$ cat src/rtl/tpc_pkg.sv
`timescale 1ns / 1ps
`default_nettype none

package tpc_pkg;

    // Default parameter values for the top level.
    localparam int COORD_BITS_DEF      = 12;
    localparam int SCALE_FRAC_BITS_DEF = 14;

    // Fixed field widths of the stream and configuration ports.
    localparam int IN_COORD_W = 12;
    localparam int SIZE_W     = 12;
    localparam int CFG_W      = 12;
    localparam int REJ_W      = 4;
    localparam int STATUS_W   = 3;
    localparam int RESULT_W   = 16;

    // Per-axis correction toward the aimed corner.
    localparam int CORR = 10;

    // Lowest offset that passes the range check, Q12.4 (-200.0).
    localparam logic signed [RESULT_W-1:0] OFFSET_MIN = -16'sd3200;

    // Configuration register indexes.
    localparam logic [1:0] REG_DISPLAY_WIDTH  = 2'd0;
    localparam logic [1:0] REG_DISPLAY_HEIGHT = 2'd1;
    localparam logic [1:0] REG_MIN_DISTANCE   = 2'd2;
    localparam logic [1:0] REG_MAX_REJECTIONS = 2'd3;

    // Configuration reset values.
    localparam logic [CFG_W-1:0] DISPLAY_WIDTH_RST  = 12'd1024;
    localparam logic [CFG_W-1:0] DISPLAY_HEIGHT_RST = 12'd768;
    localparam logic [CFG_W-1:0] MIN_DISTANCE_RST   = 12'd100;
    localparam logic [REJ_W-1:0] MAX_REJECTIONS_RST = 4'd3;

    // Result status codes.
    localparam logic [STATUS_W-1:0] ST_STARTED   = 3'd0;
    localparam logic [STATUS_W-1:0] ST_POINT     = 3'd1;
    localparam logic [STATUS_W-1:0] ST_REJECTED  = 3'd2;
    localparam logic [STATUS_W-1:0] ST_ABORTED   = 3'd3;
    localparam logic [STATUS_W-1:0] ST_DONE_GOOD = 3'd4;
    localparam logic [STATUS_W-1:0] ST_DONE_BAD  = 3'd5;
    localparam logic [STATUS_W-1:0] ST_IGNORED   = 3'd6;

    // Calibration phases.
    localparam logic [1:0] PH_IDLE = 2'd0;
    localparam logic [1:0] PH_UL   = 2'd1;
    localparam logic [1:0] PH_UR   = 2'd2;
    localparam logic [1:0] PH_LL   = 2'd3;

endpackage

`default_nettype wire

$ cat src/rtl/tpc_divider.sv
`timescale 1ns / 1ps
`default_nettype none

// Restoring unsigned divider, one quotient bit per cycle.
module tpc_divider #(
    parameter int DIVIDEND_BITS = 25,
    parameter int DIVISOR_BITS  = 14
) (
    input  wire logic                     aclk,
    input  wire logic                     aresetn,
    input  wire logic                     start,
    input  wire logic [DIVIDEND_BITS-1:0] dividend,
    input  wire logic [DIVISOR_BITS-1:0]  divisor,
    output logic                          done,
    output logic [DIVIDEND_BITS-1:0]      quotient
);

    localparam int CNT_W = $clog2(DIVIDEND_BITS + 1);

    logic                     busy_reg;
    logic                     done_reg;
    logic [CNT_W-1:0]         cnt_reg;
    logic [DIVISOR_BITS-1:0]  rem_reg;
    logic [DIVISOR_BITS-1:0]  dvs_reg;
    logic [DIVIDEND_BITS-1:0] quo_reg;

    logic [DIVISOR_BITS:0]    trial;
    logic [DIVISOR_BITS:0]    diff;
    logic                     fits;

    // Shift the next dividend bit into the remainder and try a subtract.
    always_comb begin
        trial = {rem_reg, quo_reg[DIVIDEND_BITS-1]};
        diff  = trial - {1'b0, dvs_reg};
        fits  = trial >= {1'b0, dvs_reg};
    end

    // Sequencing of the iterations.
    always_ff @(posedge aclk) begin
        if (!aresetn) begin
            busy_reg <= 1'b0;
            done_reg <= 1'b0;
            cnt_reg  <= '0;
        end else begin
            done_reg <= 1'b0;
            if (start) begin
                busy_reg <= 1'b1;
                cnt_reg  <= CNT_W'(DIVIDEND_BITS);
            end else if (busy_reg) begin
                cnt_reg <= cnt_reg - 1'b1;
                if (cnt_reg == CNT_W'(1)) begin
                    busy_reg <= 1'b0;
                    done_reg <= 1'b1;
                end
            end
        end
    end

    // Remainder and quotient datapath.
    always_ff @(posedge aclk) begin
        if (start) begin
            rem_reg <= '0;
            dvs_reg <= divisor;
            quo_reg <= dividend;
        end else if (busy_reg) begin
            rem_reg <= fits ? diff[DIVISOR_BITS-1:0] : trial[DIVISOR_BITS-1:0];
            quo_reg <= {quo_reg[DIVIDEND_BITS-2:0], fits};
        end
    end

    assign done     = done_reg;
    assign quotient = quo_reg;

endmodule

`default_nettype wire

$ cat src/rtl/three_point_touch_calibrator.sv
`timescale 1ns / 1ps
`default_nettype none

// Start, upper-left and idle presses go from idle straight to the output step; an upper-right press
// adds a distance test (SQX, SQY, SQM, CMP); a lower-left press adds the distance tests and,
// per axis, a serial divider run plus the shared multiplier steps (AXIS, DIV, OFFM, OFFS).
// Throughput: one item at a time; s_tready is high only while the sequencer is idle.
// A finished result waits in the output register while the next item is taken.
// Reset (aresetn low, synchronous) clears phase, corners, reject count and loads defaults.
module three_point_touch_calibrator #(
    parameter int COORD_BITS      = tpc_pkg::COORD_BITS_DEF,
    parameter int SCALE_FRAC_BITS = tpc_pkg::SCALE_FRAC_BITS_DEF
) (
    input  wire logic        aclk,
    input  wire logic        aresetn,
    // Configuration write port.
    input  wire logic        cfg_wr_en,
    input  wire logic [1:0]  cfg_index,
    input  wire logic [11:0] cfg_wdata,
    // Input stream.
    input  wire logic        s_tvalid,
    output logic             s_tready,
    input  wire logic [23:0] s_tdata,   // touch_x[11:0], touch_y[23:12]
    input  wire logic [0:0]  s_tuser,   // kind[0]
    // Result stream.
    output logic             m_tvalid,
    input  wire logic        m_tready,
    output logic [71:0]      m_tdata,   // x_scale[15:0], x_offset[31:16], y_scale[47:32],
                                        // y_offset[63:48], rejections_so_far[67:64], zero
    output logic [2:0]       m_tuser    // status[2:0]
);

    localparam int CW       = COORD_BITS + 2;
    localparam int IN_BITS  = (COORD_BITS < tpc_pkg::IN_COORD_W) ? COORD_BITS
                                                                   : tpc_pkg::IN_COORD_W;
    localparam int MW       = (CW + 2 > 17) ? CW + 2 : 17;
    localparam int PW       = 2 * MW;
    localparam int DW       = tpc_pkg::SIZE_W + SCALE_FRAC_BITS - 1;
    localparam int OFF_SH   = SCALE_FRAC_BITS - 4;
    localparam int unsigned SCALE_LIMIT = 32'd2 << SCALE_FRAC_BITS;

    // Sequencer states.
    localparam logic [3:0] S_IDLE = 4'd0;
    localparam logic [3:0] S_SQX  = 4'd1;
    localparam logic [3:0] S_SQY  = 4'd2;
    localparam logic [3:0] S_SQM  = 4'd3;
    localparam logic [3:0] S_CMP  = 4'd4;
    localparam logic [3:0] S_AXIS = 4'd5;
    localparam logic [3:0] S_DIV  = 4'd6;
    localparam logic [3:0] S_OFFM = 4'd7;
    localparam logic [3:0] S_OFFS = 4'd8;
    localparam logic [3:0] S_FIN  = 4'd9;

    // Point pairs of the distance test.
    localparam logic [1:0] PAIR_UL_UR = 2'd0;
    localparam logic [1:0] PAIR_UR_LL = 2'd1;
    localparam logic [1:0] PAIR_UL_LL = 2'd2;

    localparam logic signed [CW-1:0] CORR_C = CW'(tpc_pkg::CORR);

    // Control registers.
    logic [3:0]  state_reg, state_next;
    logic [1:0]  phase_reg, phase_next;
    logic [3:0]  rc_reg, rc_next;
    logic [1:0]  pair_reg, pair_next;
    logic        axis_reg, axis_next;
    logic        good_reg, good_next;
    logic [2:0]  status_reg, status_next;
    logic        m_valid_reg, m_valid_next;

    // Configuration registers.
    logic [11:0] width_reg, height_reg, min_dist_reg;
    logic [3:0]  max_rej_reg;

    // Corner registers.
    logic signed [CW-1:0] ul_x_reg, ul_x_next, ul_y_reg, ul_y_next;
    logic signed [CW-1:0] ur_x_reg, ur_x_next, ur_y_reg, ur_y_next;
    logic signed [CW-1:0] ll_x_reg, ll_x_next, ll_y_reg, ll_y_next;

    // Datapath registers.
    logic signed [PW-1:0] prod_reg;
    logic signed [PW-1:0] acc_reg, acc_next;
    logic [15:0] scale_cur_reg, scale_cur_next;
    logic [15:0] xs_reg, xs_next, xo_reg, xo_next;
    logic [15:0] ys_reg, ys_next, yo_reg, yo_next;
    logic [71:0] m_tdata_reg, m_tdata_next;
    logic [2:0]  m_tuser_reg, m_tuser_next;

    // Combinational helpers.
    logic                 in_xfer;
    logic                 out_load;
    logic signed [CW-1:0] tx, ty;
    logic signed [CW-1:0] pa_x, pa_y, pb_x, pb_y;
    logic signed [CW:0]   dx, dy;
    logic signed [CW:0]   span, sum;
    logic [CW:0]          asum;
    logic                 span_pos, sum_pos;
    logic [11:0]          size;
    logic signed [MW-1:0] mul_a, mul_b;
    logic [3:0]           rc_inc;
    logic                 abort;
    logic                 close;
    logic [PW-1:0]        mag_full;
    logic [15:0]          mag;
    logic signed [16:0]   off17;
    logic [15:0]          off16;
    logic                 axis_ok;
    logic [15:0]          sc_sat;
    logic                 div_start, div_done;
    logic [DW-1:0]        div_quo;

    tpc_divider #(
        .DIVIDEND_BITS(DW),
        .DIVISOR_BITS (CW)
    ) u_div (
        .aclk    (aclk),
        .aresetn (aresetn),
        .start   (div_start),
        .dividend({size, {(SCALE_FRAC_BITS - 1){1'b0}}}),
        .divisor (span[CW-1:0]),
        .done    (div_done),
        .quotient(div_quo)
    );

    assign s_tready = aresetn && (state_reg == S_IDLE);
    assign in_xfer  = s_tvalid && s_tready;
    assign out_load = (state_reg == S_FIN) && (!m_valid_reg || m_tready);
    assign m_tvalid = m_valid_reg;
    assign m_tdata  = m_tdata_reg;
    assign m_tuser  = m_tuser_reg;

    // Raw coordinates, masked to the coordinate width.
    always_comb begin
        tx = $signed({{(CW - IN_BITS){1'b0}}, s_tdata[IN_BITS-1:0]});
        ty = $signed({{(CW - IN_BITS){1'b0}}, s_tdata[tpc_pkg::IN_COORD_W +: IN_BITS]});
    end

    // Operands of the current distance pair.
    always_comb begin
        case (pair_reg)
            PAIR_UL_UR: begin
                pa_x = ul_x_reg; pa_y = ul_y_reg; pb_x = ur_x_reg; pb_y = ur_y_reg;
            end
            PAIR_UR_LL: begin
                pa_x = ur_x_reg; pa_y = ur_y_reg; pb_x = ll_x_reg; pb_y = ll_y_reg;
            end
            default: begin
                pa_x = ul_x_reg; pa_y = ul_y_reg; pb_x = ll_x_reg; pb_y = ll_y_reg;
            end
        endcase
        dx = (CW + 1)'(pa_x) - (CW + 1)'(pb_x);
        dy = (CW + 1)'(pa_y) - (CW + 1)'(pb_y);
    end

    // Span, coordinate sum and display size of the current axis.
    always_comb begin
        if (axis_reg) begin
            span = (CW + 1)'(ll_y_reg) - (CW + 1)'(ul_y_reg);
            sum  = (CW + 1)'(ul_y_reg) + (CW + 1)'(ur_y_reg);
            size = height_reg;
        end else begin
            span = (CW + 1)'(ur_x_reg) - (CW + 1)'(ul_x_reg);
            sum  = (CW + 1)'(ul_x_reg) + (CW + 1)'(ll_x_reg);
            size = width_reg;
        end
        span_pos = !span[CW] && (span != '0);
        sum_pos  = !sum[CW] && (sum != '0);
        asum     = sum[CW] ? unsigned'(-sum) : unsigned'(sum);
    end

    // Operand selection for the shared multiplier.
    always_comb begin
        case (state_reg)
            S_SQX: begin
                mul_a = MW'(dx);
                mul_b = MW'(dx);
            end
            S_SQY: begin
                mul_a = MW'(dy);
                mul_b = MW'(dy);
            end
            S_SQM: begin
                mul_a = $signed({{(MW - 12){1'b0}}, min_dist_reg});
                mul_b = $signed({{(MW - 12){1'b0}}, min_dist_reg});
            end
            S_OFFM: begin
                mul_a = $signed({{(MW - 16){1'b0}}, scale_cur_reg});
                mul_b = $signed({{(MW - CW - 1){1'b0}}, asum});
            end
            default: begin
                mul_a = '0;
                mul_b = '0;
            end
        endcase
    end

    // Rejection counting, distance compare, scale saturation and offset shaping.
    always_comb begin
        rc_inc   = (rc_reg == 4'd15) ? rc_reg : rc_reg + 4'd1;
        abort    = rc_inc >= max_rej_reg;
        close    = acc_reg < prod_reg;
        sc_sat   = (|div_quo[DW-1:16]) ? 16'hFFFF : div_quo[15:0];
        mag_full = unsigned'(prod_reg) >> OFF_SH;
        mag      = (mag_full > PW'(32768)) ? 16'h8000 : mag_full[15:0];
        if (sum_pos) begin
            off17 = -$signed({1'b0, mag});
        end else if (mag == 16'h8000) begin
            off17 = 17'sd32767;
        end else begin
            off17 = $signed({1'b0, mag});
        end
        off16   = off17[15:0];
        axis_ok = (32'(scale_cur_reg) <= SCALE_LIMIT) && ($signed(off16) <= 16'sd0)
                  && ($signed(off16) >= tpc_pkg::OFFSET_MIN);
    end

    // Sequencer.
    always_comb begin
        state_next     = state_reg;
        phase_next     = phase_reg;
        rc_next        = rc_reg;
        pair_next      = pair_reg;
        axis_next      = axis_reg;
        good_next      = good_reg;
        status_next    = status_reg;
        m_valid_next   = m_valid_reg;
        ul_x_next      = ul_x_reg;
        ul_y_next      = ul_y_reg;
        ur_x_next      = ur_x_reg;
        ur_y_next      = ur_y_reg;
        ll_x_next      = ll_x_reg;
        ll_y_next      = ll_y_reg;
        acc_next       = acc_reg;
        scale_cur_next = scale_cur_reg;
        xs_next        = xs_reg;
        xo_next        = xo_reg;
        ys_next        = ys_reg;
        yo_next        = yo_reg;
        m_tdata_next   = m_tdata_reg;
        m_tuser_next   = m_tuser_reg;
        div_start      = 1'b0;

        if (m_valid_reg && m_tready) begin
            m_valid_next = 1'b0;
        end

        case (state_reg)
            S_IDLE: begin
                if (in_xfer) begin
                    state_next = S_FIN;
                    if (s_tuser[0]) begin
                        rc_next     = '0;
                        phase_next  = tpc_pkg::PH_UL;
                        status_next = tpc_pkg::ST_STARTED;
                    end else begin
                        case (phase_reg)
                            tpc_pkg::PH_UL: begin
                                ul_x_next   = tx - CORR_C;
                                ul_y_next   = ty - CORR_C;
                                phase_next  = tpc_pkg::PH_UR;
                                status_next = tpc_pkg::ST_POINT;
                            end
                            tpc_pkg::PH_UR: begin
                                ur_x_next  = tx + CORR_C;
                                ur_y_next  = ty - CORR_C;
                                pair_next  = PAIR_UL_UR;
                                state_next = S_SQX;
                            end
                            tpc_pkg::PH_LL: begin
                                ll_x_next  = tx - CORR_C;
                                ll_y_next  = ty + CORR_C;
                                pair_next  = PAIR_UR_LL;
                                state_next = S_SQX;
                            end
                            default: begin
                                status_next = tpc_pkg::ST_IGNORED;
                            end
                        endcase
                    end
                end
            end
            S_SQX: begin
                state_next = S_SQY;
            end
            S_SQY: begin
                acc_next   = prod_reg;
                state_next = S_SQM;
            end
            S_SQM: begin
                acc_next   = acc_reg + prod_reg;
                state_next = S_CMP;
            end
            S_CMP: begin
                if (close) begin
                    rc_next    = rc_inc;
                    state_next = S_FIN;
                    if (abort) begin
                        phase_next  = tpc_pkg::PH_IDLE;
                        status_next = tpc_pkg::ST_ABORTED;
                    end else begin
                        status_next = tpc_pkg::ST_REJECTED;
                    end
                end else begin
                    case (pair_reg)
                        PAIR_UL_UR: begin
                            phase_next  = tpc_pkg::PH_LL;
                            status_next = tpc_pkg::ST_POINT;
                            state_next  = S_FIN;
                        end
                        PAIR_UR_LL: begin
                            pair_next  = PAIR_UL_LL;
                            state_next = S_SQX;
                        end
                        default: begin
                            phase_next = tpc_pkg::PH_IDLE;
                            axis_next  = 1'b0;
                            good_next  = 1'b1;
                            state_next = S_AXIS;
                        end
                    endcase
                end
            end
            S_AXIS: begin
                if (span_pos) begin
                    div_start  = 1'b1;
                    state_next = S_DIV;
                end else begin
                    // A zero or negative span zeroes the axis and fails the run.
                    good_next = 1'b0;
                    if (axis_reg) begin
                        ys_next     = '0;
                        yo_next     = '0;
                        status_next = tpc_pkg::ST_DONE_BAD;
                        state_next  = S_FIN;
                    end else begin
                        xs_next   = '0;
                        xo_next   = '0;
                        axis_next = 1'b1;
                    end
                end
            end
            S_DIV: begin
                if (div_done) begin
                    scale_cur_next = sc_sat;
                    state_next     = S_OFFM;
                end
            end
            S_OFFM: begin
                state_next = S_OFFS;
            end
            S_OFFS: begin
                good_next = good_reg && axis_ok;
                if (axis_reg) begin
                    ys_next     = scale_cur_reg;
                    yo_next     = off16;
                    status_next = (good_reg && axis_ok) ? tpc_pkg::ST_DONE_GOOD
                                                        : tpc_pkg::ST_DONE_BAD;
                    state_next  = S_FIN;
                end else begin
                    xs_next    = scale_cur_reg;
                    xo_next    = off16;
                    axis_next  = 1'b1;
                    state_next = S_AXIS;
                end
            end
            S_FIN: begin
                if (out_load) begin
                    m_valid_next = 1'b1;
                    m_tuser_next = status_reg;
                    if (status_reg inside {tpc_pkg::ST_DONE_GOOD, tpc_pkg::ST_DONE_BAD}) begin
                        m_tdata_next = {4'd0, rc_reg, yo_reg, ys_reg, xo_reg, xs_reg};
                    end else begin
                        m_tdata_next = {4'd0, rc_reg, 64'd0};
                    end
                    state_next = S_IDLE;
                end
            end
            default: begin
                state_next = S_IDLE;
            end
        endcase
    end

    // Control state and configuration registers.
    always_ff @(posedge aclk) begin
        if (!aresetn) begin
            state_reg    <= S_IDLE;
            phase_reg    <= tpc_pkg::PH_IDLE;
            rc_reg       <= '0;
            pair_reg     <= PAIR_UL_UR;
            axis_reg     <= 1'b0;
            good_reg     <= 1'b0;
            status_reg   <= tpc_pkg::ST_STARTED;
            m_valid_reg  <= 1'b0;
            ul_x_reg     <= '0;
            ul_y_reg     <= '0;
            ur_x_reg     <= '0;
            ur_y_reg     <= '0;
            ll_x_reg     <= '0;
            ll_y_reg     <= '0;
            width_reg    <= tpc_pkg::DISPLAY_WIDTH_RST;
            height_reg   <= tpc_pkg::DISPLAY_HEIGHT_RST;
            min_dist_reg <= tpc_pkg::MIN_DISTANCE_RST;
            max_rej_reg  <= tpc_pkg::MAX_REJECTIONS_RST;
        end else begin
            state_reg   <= state_next;
            phase_reg   <= phase_next;
            rc_reg      <= rc_next;
            pair_reg    <= pair_next;
            axis_reg    <= axis_next;
            good_reg    <= good_next;
            status_reg  <= status_next;
            m_valid_reg <= m_valid_next;
            ul_x_reg    <= ul_x_next;
            ul_y_reg    <= ul_y_next;
            ur_x_reg    <= ur_x_next;
            ur_y_reg    <= ur_y_next;
            ll_x_reg    <= ll_x_next;
            ll_y_reg    <= ll_y_next;
            if (cfg_wr_en) begin
                case (cfg_index)
                    tpc_pkg::REG_DISPLAY_WIDTH:  width_reg    <= cfg_wdata;
                    tpc_pkg::REG_DISPLAY_HEIGHT: height_reg   <= cfg_wdata;
                    tpc_pkg::REG_MIN_DISTANCE:   min_dist_reg <= cfg_wdata;
                    tpc_pkg::REG_MAX_REJECTIONS: max_rej_reg  <= cfg_wdata[3:0];
                    default:                     width_reg    <= width_reg;
                endcase
            end
        end
    end

    // Datapath registers; the multiplier output is registered every cycle.
    always_ff @(posedge aclk) begin
        prod_reg      <= PW'(mul_a) * PW'(mul_b);
        acc_reg       <= acc_next;
        scale_cur_reg <= scale_cur_next;
        xs_reg        <= xs_next;
        xo_reg        <= xo_next;
        ys_reg        <= ys_next;
        yo_reg        <= yo_next;
        m_tdata_reg   <= m_tdata_next;
        m_tuser_reg   <= m_tuser_next;
    end

    // The divider only finishes while the sequencer waits on it.
    assert property (@(posedge aclk) disable iff (!aresetn)
        div_done |-> (state_reg == S_DIV))
        else $error("divider finished outside the divide step");

    // A finished or aborted run always leaves the phase idle.
    assert property (@(posedge aclk) disable iff (!aresetn)
        out_load && (status_reg == tpc_pkg::ST_ABORTED ||
                     status_reg == tpc_pkg::ST_DONE_GOOD ||
                     status_reg == tpc_pkg::ST_DONE_BAD)
        |-> (phase_reg == tpc_pkg::PH_IDLE))
        else $error("run ended with phase not idle");

    // An abort is reported only once the rejection limit is reached.
    assert property (@(posedge aclk) disable iff (!aresetn)
        out_load && (status_reg == tpc_pkg::ST_ABORTED) |-> (rc_reg >= max_rej_reg))
        else $error("abort below the rejection limit");

    // Scale and offset fields are zero unless the run completed.
    assert property (@(posedge aclk) disable iff (!aresetn)
        m_valid_reg && (m_tuser_reg != tpc_pkg::ST_DONE_GOOD) &&
        (m_tuser_reg != tpc_pkg::ST_DONE_BAD) |-> (m_tdata_reg[63:0] == 64'd0))
        else $error("calibration values on a non-final result");

endmodule

`default_nettype wire
$ cat config.mk
export PLATFORM = sky130hd
export DESIGN_NAME = three_point_touch_calibrator
export DESIGN_NICKNAME = d
export VERILOG_FILES = /design/src/rtl/tpc_pkg.sv /design/src/rtl/tpc_divider.sv /design/src/rtl/three_point_touch_calibrator.sv
export SDC_FILE = /design/constraint.sdc
export NUM_CORES = 2
export LEC_CHECK = 0
export CAP_MARGIN = 20
export CORE_MARGIN = 3
export CORE_UTILIZATION = 30
export DETAILED_ROUTE_END_ITERATION = 10
export DONT_BUFFER_PORTS = 1
export GPL_TIMING_DRIVEN = 0
export PLACE_DENSITY = 0.55
export SYNTH_ARGS = -nofsm -noshare
export SYNTH_HDL_FRONTEND = slang
export SYNTH_SLANG_ARGS = --single-unit
$ cat constraint.sdc
create_clock -name aclk -period 27 [get_ports aclk]
set_input_delay 1.35 -clock aclk [delete_from_list [all_inputs] [get_ports aclk]]
set_output_delay 1.35 -clock aclk [all_outputs]
set_load 0.02 [all_outputs]
; ---- Word-level counts from Yosys, hierarchy flattened
; Cells that the tools add are included.
[totals]
reg_bits = 419
input_bits = 44
word_cells = 240
[op_classes]
n_addsub = 16
n_mul = 1
magnitude_cmp = 7
eq_ne = 42
mux = 88
bitwise_logic = 3
reduce_logical = 47
[op_table]
columns = op, count
row1 = two-way mux 16 bit, 11
row2 = one-hot mux 17 bit (4 select lines), 2
row3 = one-hot mux 16 bit (2 select lines), 4
row4 = two-way mux 14 bit, 5
row5 = one-hot mux 34 bit (2 select lines), 1
row6 = two-way mux 4 bit, 13
row7 = two-way mux 25 bit, 2
row8 = two-way mux 15 bit, 3
row9 = one-hot mux 4 bit (10 select lines), 1
row10 = adder 34 bit, 1
row11 = < comparator 34 bit, 1
row12 = multiplier 17 x 17 -> 34 bit, 1
row13 = AND reduction 4 bit, 8
row14 = nonzero test 15 bit, 2
row15 = subtractor 14 x 13 -> 15 bit, 2
row16 = subtractor 14 x 14 -> 15 bit, 2
row17 = adder 13 x 13 -> 14 bit, 2
row18 = adder 12 x 4 -> 13 bit (second input constant), 2
row19 = inequality test 2 bit (second input constant), 13
row20 = subtractor 12 x 4 -> 13 bit (second input constant), 2
row21 = > comparator 24 x 16 -> 1 bit (second input constant), 1
row22 = two-way mux 3 bit, 7
row23 = two-way mux 2 bit, 9
row24 = two-way mux 1 bit, 17
row25 = 46 further kinds, 92

; ---- Logic depth before layout (Yosys ltp)
[depth]
ltp_word = 12
ltp_mapped = 45
mapped_depth_nobuf = 42

; ---- By module
; Synthesis repeated with hierarchy kept, for this count alone.
[unflattened]
cells_unflattened = 3850
area_unflattened_um2 = 35362.7
[modules_own_cells]
columns = module, n_inst, cells_each, area_per_inst_um2
row1 = three_point_touch_calibrator, 1, 3572, 32200.9
row2 = tpc_divider, 1, 278, 3161.8

; ---- Worst setup path before layout
; No wires, ideal clock.
[synth_path]
kind = register to register
from = reg pair_reg[1]
to = reg prod_reg[33]
arrival_time_ns = 9.877
t_required_ns = 26.928
setup_slack_ns = 17.051
path_stages_with_launch = 42
cell_sequence = dfxtp_1 nor2_1 buf_1 buf_1 o21ai_0 ha_1 fa_1 nor2b_1 o21ai_0 a21boi_0 o21ai_0 a21oi_1 o21ai_0 a21oi_1 o211ai_1 nand2_1 xor2_1 a221oi_1 [6 not listed] inv_1 fa_1 fa_1 fa_1 inv_1 ha_1 o21a_1 o21ai_0 nor4_1 a32oi_1 a31oi_1 a31oi_1 a21boi_0 a22o_1 o41ai_1 o21ai_0 a21oi_1 xnor2_1
[synth_between]
elab_chain_cells = 5
word_cells_on_any_way = 11
cone_classes = add/sub: 2 / mul: 1 / eq/ne: 1 / mux: 6 / reduce/logical: 1
[synth_rtl]
columns = item, line_no
row1 = start: declaration, three_point_touch_calibrator.sv:65  ; logic [1:0] pair_reg, pair_next;
row2 = start signal: assignment, three_point_touch_calibrator.sv:409  ; pair_reg <= pair_next;
row3 = equality test 2 x 1 -> 1 bit / zero test 2 bit (equally long branches), three_point_touch_calibrator.sv:140  ; case (pair_reg)
row4 = two-way mux 14 bit, three_point_touch_calibrator.sv:140
row5 = subtractor 14 x 14 -> 15 bit (on tied branches), "three_point_touch_calibrator.sv:152, three_point_touch_calibrator.sv:151"
row6 = one-hot mux 17 bit (4 select lines), three_point_touch_calibrator.sv:173  ; case (state_reg)
row7 = multiplier 17 x 17 -> 34 bit *, three_point_touch_calibrator.sv:434  ; prod_reg <= PW'(mul_a) * PW'(mul_b);
row8 = end signal: assignment, three_point_touch_calibrator.sv:434
row9 = end: declaration, three_point_touch_calibrator.sv:81  ; logic signed [PW-1:0] prod_reg;
; Every way passes the cells marked *; elsewhere a longest branch is shown, timed or not.
; A chain may end at the register's enable or synchronous reset.

; ---- Worst setup path after layout
; Ends and elaborated chain as after synthesis.

==> impl_metrics.toml <==
[global_routing]
grt_pass1_wl_mm = 171
grt_max_degree = 71
overflow = 0
grt_use_total_pct = 17.6
antenna_found_initial = 1
grt_pass1_vias = 28400

[cells_and_area]
nets = 4674
largest_register_ffs = 68
fill_cells = 12300
fin_area_um2 = 39800
final_cell_count_no_fill = 5707
drive_gt1_share_pct = 4.46
area_delta_synth_final_pct = 10.8

[route]
final_antenna_net_count = 0
wl_mm = 110
dr.max_layer_used = "met4"
via_per_inst = 5.01
post-route-drc-count = 0
met1_length_mm = 50.8
drtPass1Iterations = 5
wl_met3_mm = 7.52
dr_wl_met2_mm = 48.6
drtIter0Drc = 2267
post_drt_wl_per_cell_um = 19.2
vias = 28600

[sta]
slew_viol_final = 0
layout_setup_ws_ns = 14.30
grt_setup_unrepaired = "false"
setup_tns_ns = 0
fmax_ghz = 0.0787
min_period_over_period_pct = 47.0
timing.hold.ws_ns = 0.457
slew_headroom_pct = 20.8
tightest_slew_ns = 1.18
fin_crit_ns = 12.70
hold_viol = 0
setup_violations = 0
finClkSkew_ns = 0.0385

[placement]
place_area_um2 = 38100
numPortBuffers = 0
hpwl_mm = 89.4
dp_cells = 5616
dp_slack_ns = 14.52
gp_congestion = 0.939

[critical_path]
cp_common_cell = "fa_1"
slowest_delay_ns = 0.65
cpMaxStageDelayCell = "buf_1"
critPathArrivalTime_ns = 13.19
path_class = "flip-flop to flip-flop"
worstPathRequired_ns = 27.49
setup.worst_path.end_class = "flip-flop"
reg2reg_setup_slack_ns = 14.30
crit_fanout = 10
startpoint_type = "flip-flop"

[clock_network]
post_cts_buffers = 0
clockBufferDepth = 3
htreeDepth = 2
cts_tree = "done"
cts-hold-fix-buffers = 0
root_buffer = "clkbuf_16"
cts_resized = 0
cts_buffers = 48
clk_pin_slew_ns = 0.06
clk_latency_ns = 0.62
clock-sinks = 415

[floorplanning]
start_util_pct = 30.3
die_width_um = 352
dieArea_um2 = 124000
fp.dieH_um = 352
core_um2 = 118000
io_pins = 121
rows = 126

[synth]
synth_area_leader_cell = "edfxtp_1"
yosysWarnings = 0
synth_ff_type = "edfxtp_1"
syn_avg_cell_area_um2 = 8.97
synth_edf_count = 211
yosysMostFrequentCell = "inv_1"
yosysTopAreaCellShare_pct = 17.6
synthArstFlopShare_pct = 0
ys_ff_latch = 415
synth_area_leaders = "edfxtp_1 18%, fa_1 17%, dfxtp_1 11%, ha_1 9.1%, inv_1 5.4%"
ys_seq_area_share_pct = 29.0
synthTopCellsByCount = "512 x inv_1, 465 x nand2_1, 357 x nor2_1, 300 x fa_1, 262 x ha_1"
netlist_area_um2 = 35900
syn_inst = 4005
ys_types = 97

[power_and_ir_drop]
leakage_nw = 17.2
p_per_area_nw_per_um2 = 69.6
max-vdd-ir-drop_mv = 0.0539

[outcome]
status = "complete, no violations"

[hold_path]
hold_path.class = "flip-flop to flip-flop"

[run]
drv_cap = 0
==> worst paths after layout <==
| kind | from | to | cells after the start |
|---|---|---|---|
| hold / removal | height_reg[11] | height_reg[11] | 2 |
| hold reg to reg | height_reg[11] | height_reg[11] | 2 |
| setup reg to reg | pair_reg[1] | prod_reg[33] | 41 |
| setup / recovery | pair_reg[1] | prod_reg[33] | 41 |
==> cell usage in the layout, fill, tap and decap left out, types with 156 or more instances in the layout <==
cell and n:
a21oi_1 192, clkbuf_1 156, dfxtp_1 204, edfxtp_1 211, fa_1 300, ha_1 262
inv_1 511, nand2_1 465, nor2_1 355, o21ai_0 172
==> power by group <==
group / leakage [nW] / switching, mW / internal, mW / total [mW]
Clock: 0.825 / 0.284 / 0.416 / 0.700
Sequential: 3.61 / 0.0725 / 0.774 / 0.846
Combinational: 12.8 / 0.807 / 0.418 / 1.22
Total: 17.2 / 1.16 / 1.61 / 2.77
==> area by class of cell <==
cell class,instances,area (um2),share of cell area (%)
multi-input cells,2904,22900,57.5
plain buffers,175,703,1.77
clock buffers,59,1310,3.28
flip-flops and latches,415,10400,26.2
clock inverters,29,399,1.00
diodes,1,2.50,0.00629
inverters,514,1930,4.85
well taps,1600,2000,5.03
repair buffers,10,148,0.371
==> critical path: cells and delay by family, from the launching register on <==
family / cells / cell delay, ns
compound gates: 18 / 4.61
xor+xnor: 1 / 0.22
fa+ha+maj: 9 / 4.19
buf+inv: 8 / 2.52
flops: 1 / 0.41
simple gates: 5 / 0.64
==> logic make-up after synthesis <==
group	Yosys count	share of synthesized area (%)
muxes	79	2.23
DFF	415	29.0
AOI/OAI and AO/OA	764	14.2
adders and majority gates	562	25.9
xor gates and xnor gates	174	4.24
buffers and inverters	689	7.33
and+or+nand+nor	1321	17.2
other	1	0.0104
==> per-layer routing <==
metal / track usage, % / up-vias
li1: - / 13500
met1: 24.8 / 14000
met2: 27.8 / 900
met3: 2.93 / 156
met4: 4.62 / 0
met5: 0 / -
==> per-stage QoR <==
stage	util (%)	total power, mW
floorplan	-	1.69
global placement	32.0	2.05
detailed placement	32.2	2.07
CTS	33.6	2.78
global route	33.6	2.96
finish	33.6	2.77
(Power assumes the default switching activity.)
